<file path="src/rtl/core/msd_pkg.sv">
// Package for the multiprecision short division block.
// Holds the register indexes, status codes, sequencer states and shared types.
// Used by msd_div_unit, multiprecision_short_division and the testbench; depends on nothing.
`default_nettype none

package msd_pkg;

  localparam int unsigned DigitW = 32;
  localparam int unsigned RadixW = 33;
  localparam int unsigned WideW  = 64;
  localparam int unsigned CntW   = 7;

  localparam logic [RadixW-1:0] RadixCap = 33'h1_0000_0000;

  localparam logic REG_RADIX   = 1'b0;
  localparam logic REG_DIVISOR = 1'b1;

  typedef enum logic [1:0] {
    STAT_OK          = 2'd0,
    STAT_DIV_ZERO    = 2'd1,
    STAT_DIV_RANGE   = 2'd2,
    STAT_DIGIT_RANGE = 2'd3
  } status_e;

  typedef enum logic [2:0] {
    S_IDLE,
    S_MUL,
    S_START,
    S_DIV,
    S_DONE
  } state_e;

  typedef struct packed {
    logic              busy;
    logic [DigitW-1:0] quotient;
    logic [DigitW-1:0] remainder;
  } div_res_t;

endpackage

`default_nettype wire

</file>
<file path="src/rtl/core/multiprecision_short_division.sv">
// Top level of the multiprecision short division block.
// Depends on msd_pkg and msd_div_unit.
//
// Digits of a dividend enter on the input channel most significant first, and
// final_digit marks the last one. Each input transfer gives exactly one output
// transfer with the quotient digit, the status code and, on the last digit,
// the final remainder. The user must set radix and divisor through the write
// port only while the block is idle; the block itself does not enforce it.
// An item passes through the multiply, start and divide states to the done
// state; the radix-2 divider takes 32 steps, or 64 when the high half of the
// product word is not below the divisor. An item with an error skips these
// states and goes straight to the done state. The block accepts one item at a
// time and stalls its input while the item is in progress, until the sequencer
// returns to idle.
// The result sits in an output register, so a stalled receiver only holds the
// next item in its final state until the register frees up.
// Reset sets the radix to two to the 32, the divisor to one, and clears the
// running remainder, the error state and the output valid.
`default_nettype none

module multiprecision_short_division (
  input  wire logic                          clk_i,
  input  wire logic                          rst_ni,
  input  wire logic                          cfg_we_i,
  input  wire logic                          cfg_idx_i,
  input  wire logic [msd_pkg::RadixW-1:0]    cfg_wdata_i,
  input  wire logic                          in_valid_i,
  output      logic                          in_stall_o,
  input  wire logic [msd_pkg::DigitW-1:0]    digit_i,
  input  wire logic                          final_digit_i,
  output      logic                          out_valid_o,
  input  wire logic                          out_stall_i,
  output      logic [msd_pkg::DigitW-1:0]    quotient_digit_o,
  output      logic [msd_pkg::DigitW-1:0]    remainder_out_o,
  output      logic [1:0]                    status_o,
  output      logic                          end_of_number_o
);

  msd_pkg::state_e            state_q, state_d;
  msd_pkg::status_e           err_q, err_d;
  msd_pkg::status_e           stat_q, stat_d;
  msd_pkg::status_e           err_chk;
  logic [msd_pkg::RadixW-1:0] radix_q;
  logic [msd_pkg::DigitW-1:0] divisor_q;
  logic [msd_pkg::DigitW-1:0] rr_q, rr_d;
  logic [msd_pkg::DigitW-1:0] digit_q, digit_d;
  logic                       last_q, last_d;
  logic [msd_pkg::WideW-1:0]  v_q, v_d;
  logic [msd_pkg::WideW-1:0]  prod;
  logic [msd_pkg::RadixW-1:0] base;
  logic                       accept;
  logic                       out_load;
  logic                       div_start;
  msd_pkg::div_res_t          div_res;
  logic                       out_valid_q, out_valid_d;
  logic [msd_pkg::DigitW-1:0] quot_q, quot_d;
  logic [msd_pkg::DigitW-1:0] rem_out_q, rem_out_d;
  msd_pkg::status_e           stat_out_q, stat_out_d;
  logic                       eon_q, eon_d;

  assign base = (radix_q[msd_pkg::RadixW-1] && (radix_q[msd_pkg::DigitW-1:0] != '0))
              ? msd_pkg::RadixCap : radix_q;

  assign accept = in_valid_i && (state_q == msd_pkg::S_IDLE);

  always_comb begin
    if (err_q != msd_pkg::STAT_OK) begin
      err_chk = err_q;
    end else if (divisor_q == '0) begin
      err_chk = msd_pkg::STAT_DIV_ZERO;
    end else if ({1'b0, divisor_q} >= base) begin
      err_chk = msd_pkg::STAT_DIV_RANGE;
    end else if ({1'b0, digit_i} >= base) begin
      err_chk = msd_pkg::STAT_DIGIT_RANGE;
    end else begin
      err_chk = msd_pkg::STAT_OK;
    end
  end

  // A base of two to the 32 is a plain shift, so the multiplier stays 32 by 32.
  assign prod = base[msd_pkg::DigitW]
              ? {rr_q, {msd_pkg::DigitW{1'b0}}}
              : (msd_pkg::WideW'(rr_q) * msd_pkg::WideW'(base[msd_pkg::DigitW-1:0]));
  assign v_d  = prod + msd_pkg::WideW'(digit_q);

  always_comb begin
    state_d     = state_q;
    err_d       = err_q;
    stat_d      = stat_q;
    rr_d        = rr_q;
    digit_d     = digit_q;
    last_d      = last_q;
    div_start   = 1'b0;
    out_load    = 1'b0;
    out_valid_d = out_valid_q;
    quot_d      = quot_q;
    rem_out_d   = rem_out_q;
    stat_out_d  = stat_out_q;
    eon_d       = eon_q;

    if (out_valid_q && !out_stall_i) begin
      out_valid_d = 1'b0;
    end

    case (state_q)
      msd_pkg::S_IDLE: begin
        if (accept) begin
          digit_d = digit_i;
          last_d  = final_digit_i;
          stat_d  = err_chk;
          if (err_chk != msd_pkg::STAT_OK) begin
            rr_d    = '0;
            err_d   = final_digit_i ? msd_pkg::STAT_OK : err_chk;
            state_d = msd_pkg::S_DONE;
          end else begin
            state_d = msd_pkg::S_MUL;
          end
        end
      end
      msd_pkg::S_MUL: begin
        state_d = msd_pkg::S_START;
      end
      msd_pkg::S_START: begin
        div_start = 1'b1;
        state_d   = msd_pkg::S_DIV;
      end
      msd_pkg::S_DIV: begin
        if (!div_res.busy) begin
          state_d = msd_pkg::S_DONE;
        end
      end
      msd_pkg::S_DONE: begin
        if (!out_valid_q || !out_stall_i) begin
          out_load    = 1'b1;
          out_valid_d = 1'b1;
          stat_out_d  = stat_q;
          eon_d       = last_q;
          if (stat_q == msd_pkg::STAT_OK) begin
            quot_d    = div_res.quotient;
            rem_out_d = last_q ? div_res.remainder : '0;
            rr_d      = last_q ? '0 : div_res.remainder;
          end else begin
            quot_d    = '0;
            rem_out_d = '0;
          end
          state_d = msd_pkg::S_IDLE;
        end
      end
      default: begin
        state_d = msd_pkg::S_IDLE;
      end
    endcase
  end

  msd_div_unit u_div (
    .clk_i      (clk_i),
    .rst_ni     (rst_ni),
    .start_i    (div_start),
    .dividend_i (v_q),
    .divisor_i  (divisor_q),
    .res_o      (div_res)
  );

  always_ff @(posedge clk_i or negedge rst_ni) begin
    if (!rst_ni) begin
      state_q     <= msd_pkg::S_IDLE;
      err_q       <= msd_pkg::STAT_OK;
      rr_q        <= '0;
      radix_q     <= msd_pkg::RadixCap;
      divisor_q   <= msd_pkg::DigitW'(1);
      out_valid_q <= 1'b0;
    end else begin
      state_q     <= state_d;
      err_q       <= err_d;
      rr_q        <= rr_d;
      out_valid_q <= out_valid_d;
      if (cfg_we_i && (cfg_idx_i == msd_pkg::REG_RADIX)) begin
        radix_q <= cfg_wdata_i;
      end
      if (cfg_we_i && (cfg_idx_i == msd_pkg::REG_DIVISOR)) begin
        divisor_q <= cfg_wdata_i[msd_pkg::DigitW-1:0];
      end
    end
  end

  always_ff @(posedge clk_i) begin
    digit_q    <= digit_d;
    last_q     <= last_d;
    stat_q     <= stat_d;
    quot_q     <= quot_d;
    rem_out_q  <= rem_out_d;
    stat_out_q <= stat_out_d;
    eon_q      <= eon_d;
    if (state_q == msd_pkg::S_MUL) begin
      v_q <= v_d;
    end
  end

  assign in_stall_o       = state_q != msd_pkg::S_IDLE;
  assign out_valid_o      = out_valid_q;
  assign quotient_digit_o = quot_q;
  assign remainder_out_o  = rem_out_q;
  assign status_o         = stat_out_q;
  assign end_of_number_o  = eon_q;

  assert property (@(posedge clk_i) disable iff (!rst_ni)
    accept |=> in_stall_o)
    else $error("input not stalled after a transfer");

  assert property (@(posedge clk_i) disable iff (!rst_ni)
    out_load |=> out_valid_o && (state_q == msd_pkg::S_IDLE))
    else $error("result load did not return the sequencer to idle");

  assert property (@(posedge clk_i) disable iff (!rst_ni)
    out_valid_o && (status_o != msd_pkg::STAT_OK)
      |-> (quotient_digit_o == '0) && (remainder_out_o == '0))
    else $error("error result carries nonzero data");

  assert property (@(posedge clk_i) disable iff (!rst_ni)
    out_valid_o && !end_of_number_o |-> remainder_out_o == '0)
    else $error("remainder reported before the last digit");

endmodule

`default_nettype wire

</file>
<file path="src/rtl/core/msd_div_unit.sv">
// Radix-2 restoring divider: a 64-bit dividend by a 32-bit divisor, one bit per cycle.
// Keeps the low 32 quotient bits and the full remainder.
// Depends on msd_pkg.
`default_nettype none

module msd_div_unit (
  input  wire logic                             clk_i,
  input  wire logic                             rst_ni,
  input  wire logic                             start_i,
  input  wire logic [msd_pkg::WideW-1:0]        dividend_i,
  input  wire logic [msd_pkg::DigitW-1:0]       divisor_i,
  output msd_pkg::div_res_t                     res_o
);

  logic [msd_pkg::DigitW-1:0] rem_q, rem_d;
  logic [msd_pkg::WideW-1:0]  sh_q, sh_d;
  logic [msd_pkg::CntW-1:0]   cnt_q, cnt_d;
  logic [msd_pkg::DigitW:0]   trial;
  logic [msd_pkg::DigitW:0]   diff;
  logic                       ge;
  logic                       hi_lt;

  assign trial = {rem_q, sh_q[msd_pkg::WideW-1]};
  assign ge    = trial >= {1'b0, divisor_i};
  assign diff  = trial - {1'b0, divisor_i};
  assign hi_lt = dividend_i[msd_pkg::WideW-1:msd_pkg::DigitW] < divisor_i;

  always_comb begin
    rem_d = rem_q;
    sh_d  = sh_q;
    cnt_d = cnt_q;
    if (start_i) begin
      if (hi_lt) begin
        // The high half is already a valid partial remainder.
        rem_d = dividend_i[msd_pkg::WideW-1:msd_pkg::DigitW];
        sh_d  = {dividend_i[msd_pkg::DigitW-1:0], {msd_pkg::DigitW{1'b0}}};
        cnt_d = msd_pkg::CntW'(msd_pkg::DigitW);
      end else begin
        rem_d = '0;
        sh_d  = dividend_i;
        cnt_d = msd_pkg::CntW'(msd_pkg::WideW);
      end
    end else if (cnt_q != '0) begin
      rem_d = ge ? diff[msd_pkg::DigitW-1:0] : trial[msd_pkg::DigitW-1:0];
      sh_d  = {sh_q[msd_pkg::WideW-2:0], ge};
      cnt_d = cnt_q - 1'b1;
    end
  end

  always_ff @(posedge clk_i or negedge rst_ni) begin
    if (!rst_ni) begin
      cnt_q <= '0;
    end else begin
      cnt_q <= cnt_d;
    end
  end

  always_ff @(posedge clk_i) begin
    rem_q <= rem_d;
    sh_q  <= sh_d;
  end

  assign res_o = '{busy: (cnt_q != '0), quotient: sh_q[msd_pkg::DigitW-1:0], remainder: rem_q};

endmodule

`default_nettype wire

</file>
<file path="config.mk">
export PLATFORM = sky130hd
export DESIGN_NAME = multiprecision_short_division
export DESIGN_NICKNAME = d
export VERILOG_FILES = /design/src/rtl/core/msd_pkg.sv /design/src/rtl/core/multiprecision_short_division.sv /design/src/rtl/core/msd_div_unit.sv
export SDC_FILE = /design/constraint.sdc
export NUM_CORES = 2
export LEC_CHECK = 0
export ABC_AREA = 0
export BUFFER_PORTS_ARGS = -buffer_cell sky130_fd_sc_hd__buf_2
export CAP_MARGIN = 40
export CORE_MARGIN = 2
export CORE_UTILIZATION = 46
export DETAILED_ROUTE_END_ITERATION = 12
export GPL_ROUTABILITY_DRIVEN = 0
export HOLD_SLACK_MARGIN = 0.08
export PLACE_DENSITY_LB_ADDON = 0.25
export RECOVER_POWER = 50
export SLEW_MARGIN = 20
export SYNTH_ARGS = -nofsm -noshare
export SYNTH_HDL_FRONTEND = slang
export SYNTH_SLANG_ARGS = --single-unit
export TNS_END_PERCENT = 1
</file>
<file path="constraint.sdc">
create_clock -name clk_i -period 14.45 [get_ports clk_i]
set_input_delay 2.89 -clock clk_i [delete_from_list [all_inputs] [get_ports clk_i]]
set_output_delay 2.89 -clock clk_i [all_outputs]
set_load 0.02 [all_outputs]
</file>
==> flow_metrics.env <==
export IMPL_antenna_left=0
export IMPL_cts_htree_levels=2
export IMPL_fp_coreArea_um2=118000
export IMPL_powerDensity_nw_per_um2=122
export IMPL_clock_power_share_pct=15.1
export IMPL_final_cell_mix="951 x inv_1, 898 x fa_1, 646 x nand2_1, 553 x and3_1, 424 x ha_1"
export IMPL_yosysSeqAreaShare_pct=19.4
export IMPL_syn_area_um2=54800
export IMPL_postCtsSetupBuffers=0
export IMPL_violations="max-capacitance violations, max-slew violations"
export IMPL_run_status="complete, but fails checks"
export IMPL_hpwl_um=145000
export IMPL_finalSetupViolCount=0
export IMPL_ys_types=101
export IMPL_slew_headroom_pct=-123
export IMPL_postSynthCellCount=5733
export IMPL_setup_slack_ns=1.36
export IMPL_design_area_um2=58400
export IMPL_cp_data_required_time_ns=14.78
export IMPL_cts_root_buffer="clkbuf_16"
export IMPL_fp_dieW_um=349
export IMPL_vdd_drop_max_mv=0.102
export IMPL_track_usage_pct=31.1
export IMPL_grt_pass1_wl_um=282000
export IMPL_grt_overflow=0
export IMPL_slowest_delay_ns=1.35
export IMPL_yosys_warnings=0
export IMPL_avgSynthCellArea_um2=9.56
export IMPL_finalCritPeriodShare_pct=90.6
export IMPL_finClkSkew_ns=0.0573
export IMPL_design_power_total_mw=7.12
export IMPL_grt_pass1_vias=44005
export IMPL_drive_gt1_share_pct=6.71
export IMPL_p_sw_mw=3.47
export IMPL_r2r_start="radix_q[32]$_DFFE_PN1P_"
export IMPL_drt_iter0_markers=4508
export IMPL_maxSlewViolCount=485
export IMPL_p_sw_share_pct=48.7
export IMPL_clock_path_buffers=3
export IMPL_cpMostUsedCell="fa_1"
export IMPL_cts_tree="done"
export IMPL_place_area_um2=57100
export IMPL_die_h_um=349
export IMPL_synth_top_cell_area_share_pct=32.8
export IMPL_fin_crit_ns=13.09
export IMPL_grt_antenna_before_repair=12
export IMPL_synthTopCellsByArea="fa_1 33%, edfxtp_1 14%, ha_1 9.7%, inv_1 6.5%, and3_1 6.3%"
export IMPL_yosys_most_used_dff="edfxtp_1"
export IMPL_worstPathMaxFanout=141
export IMPL_fin_cells=7238
export IMPL_cts_sinks=372
export IMPL_fmax_mhz=76.4
export IMPL_final_common_cell="inv_1"
export IMPL_critical_path_depth=38
export IMPL_route_vias_total=43181
export IMPL_hold_class="reg2reg"
export IMPL_cts_hold_repair_buffers=0
export IMPL_nets=7058
export IMPL_crit_buf_inv=6
export IMPL_startpoint_type="flop"
export IMPL_cp_arrival_ns=13.42
export IMPL_grt_max_degree=142
export IMPL_p_leak_nw=29.5
export IMPL_holdWs_ns=0.525
export IMPL_crit_family="adder cells"
export IMPL_hold_path_endpoint="err_q[0]$_DFFE_PN0P_"
export IMPL_port_buffers=140
export IMPL_io_pins=141
export IMPL_cts_buffers=40
export IMPL_synth_enable_flop_cells=262
export IMPL_worst_slew_pin_slew_ns=3.35
export IMPL_async_reset_ff_share_pct=29.6
export IMPL_start_util_pct=46.4
export IMPL_path_clk_slew_ns=0.07
export IMPL_wl_per_cell_um=25.8
export IMPL_crit_type="reg2reg"
export IMPL_r2r_slack_ns=1.36
export IMPL_clock_latency_ns=0.60
export IMPL_power_internal_mw=3.65
export IMPL_r2r_end="v_q[60]$_DFFE_PP_"
export IMPL_hp_start="err_q[0]$_DFFE_PN0P_"
export IMPL_syn_nets=7127
export IMPL_worstHoldPathCells=1
export IMPL_dp_cells=7154
export IMPL_r2r_cells=38
export IMPL_pwr_share_seq_pct=25.7
export IMPL_dr_pass1_iters=8
export IMPL_comb_power_share_pct=59.2
export IMPL_areaGrowthSynthToFinish_pct=6.62
export IMPL_synth_seq_cells=372
export IMPL_cts_resized=0
export IMPL_yosysTopAreaCell="fa_1"
export IMPL_dp_slack_ns=1.94
export IMPL_rsz0062_at_grt="no"
export IMPL_drc=0
export IMPL_maxCapViolations=11
export IMPL_utilization_pct=49.5
export IMPL_final_hold_viol_count=0
export IMPL_vias_per_cell=5.97
export IMPL_dieArea_um2=122000
export IMPL_slowest_stage="clkbuf_1"
export IMPL_wl_um=187000
export IMPL_tns_ns=0
export IMPL_end_kind="flop"
export IMPL_rows=126
final cells by class:
class / instances / area, um2
fill: 10940 / 59700
multi-input combinational: 4051 / 39300
sequential: 372 / 10600
inverter: 953 / 3580
tap: 1536 / 1920
timing repair buffer: 246 / 1620
clock buffer: 50 / 1100
clock inverter: 23 / 260
antenna: 7 / 17.5
cells in the mapped netlist, types with 28 or more instances:
cell / n
a21o_1: 96
a21oi_1: 170
a22o_1: 34
and2_1: 71
and3_1: 553
buf_1: 28
clkbuf_1: 319
dfrtp_1: 108
edfxtp_1: 262
fa_1: 898
ha_1: 424
inv_1: 952
mux2_2: 66
mux2i_1: 51
nand2_1: 646
nand3_1: 86
nand4_1: 44
nor2_1: 256
nor3_1: 49
nor4_1: 30
o21ai_0: 123
xnor2_1: 85
xor2_1: 49
flip-flops by register name, indices dropped and copies added (netlist names), 3 cells and up:
register / flops
quotient_digit_o: 32
radix_q: 33
digit_q: 32
remainder_out_o: 32
u_div.cnt_q: 7
v_q: 64
u_div.rem_q: 32
rr_q: 32
divisor_q: 32
u_div.sh_q: 64
state_q: 3
cell families (layout without fill, tap and decap cells):
family	after synthesis	after routing	share of synthesized area [%]
simple gates	1838	1838	16.8
fa+ha+maj	1322	1322	42.5
buf+inv	1310	1272	9.01
compound gates	640	640	7.87
flops	372	372	19.4
xor+xnor	134	134	2.14
mux	117	117	2.29
other cells	0	7	0
power groups by stage:
stage	clock [mW]	combinational, mW	sequential, mW
final	1.08	4.21	1.83
after global routing	1.13	4.60	1.84
after CTS	1.09	4.12	1.81
after detailed placement	0	4.09	1.83
after global placement	0	3.99	1.84
after floorplan	0	2.83	1.66
how the worst max path moves through the flow:
stage | startpoint | endpoint
after CTS | radix_q[4]$_DFFE_PN0P_ | v_q[60]$_DFFE_PP_
final | radix_q[32]$_DFFE_PN1P_ | v_q[60]$_DFFE_PP_
after detailed placement | radix_q[4]$_DFFE_PN0P_ | v_q[60]$_DFFE_PP_
after global placement | radix_q[3]$_DFFE_PN0P_ | v_q[60]$_DFFE_PP_
after floorplan | radix_q[32]$_DFFE_PN1P_ | v_q[60]$_DFFE_PP_
after global routing | radix_q[32]$_DFFE_PN1P_ | v_q[60]$_DFFE_PP_
metal layers:
metal | up-vias | GRT usage (%) | routed length [um]
li1 | 18511 | - | -
met4 | 10 | 16.3 | 12000
met1 | 21840 | 41.1 | 73400
met3 | 489 | 6.24 | 18800
met2 | 2331 | 48.2 | 82700
met5 | - | 0 | 66
No activity file was read; power rests on OpenSTA's default activity.
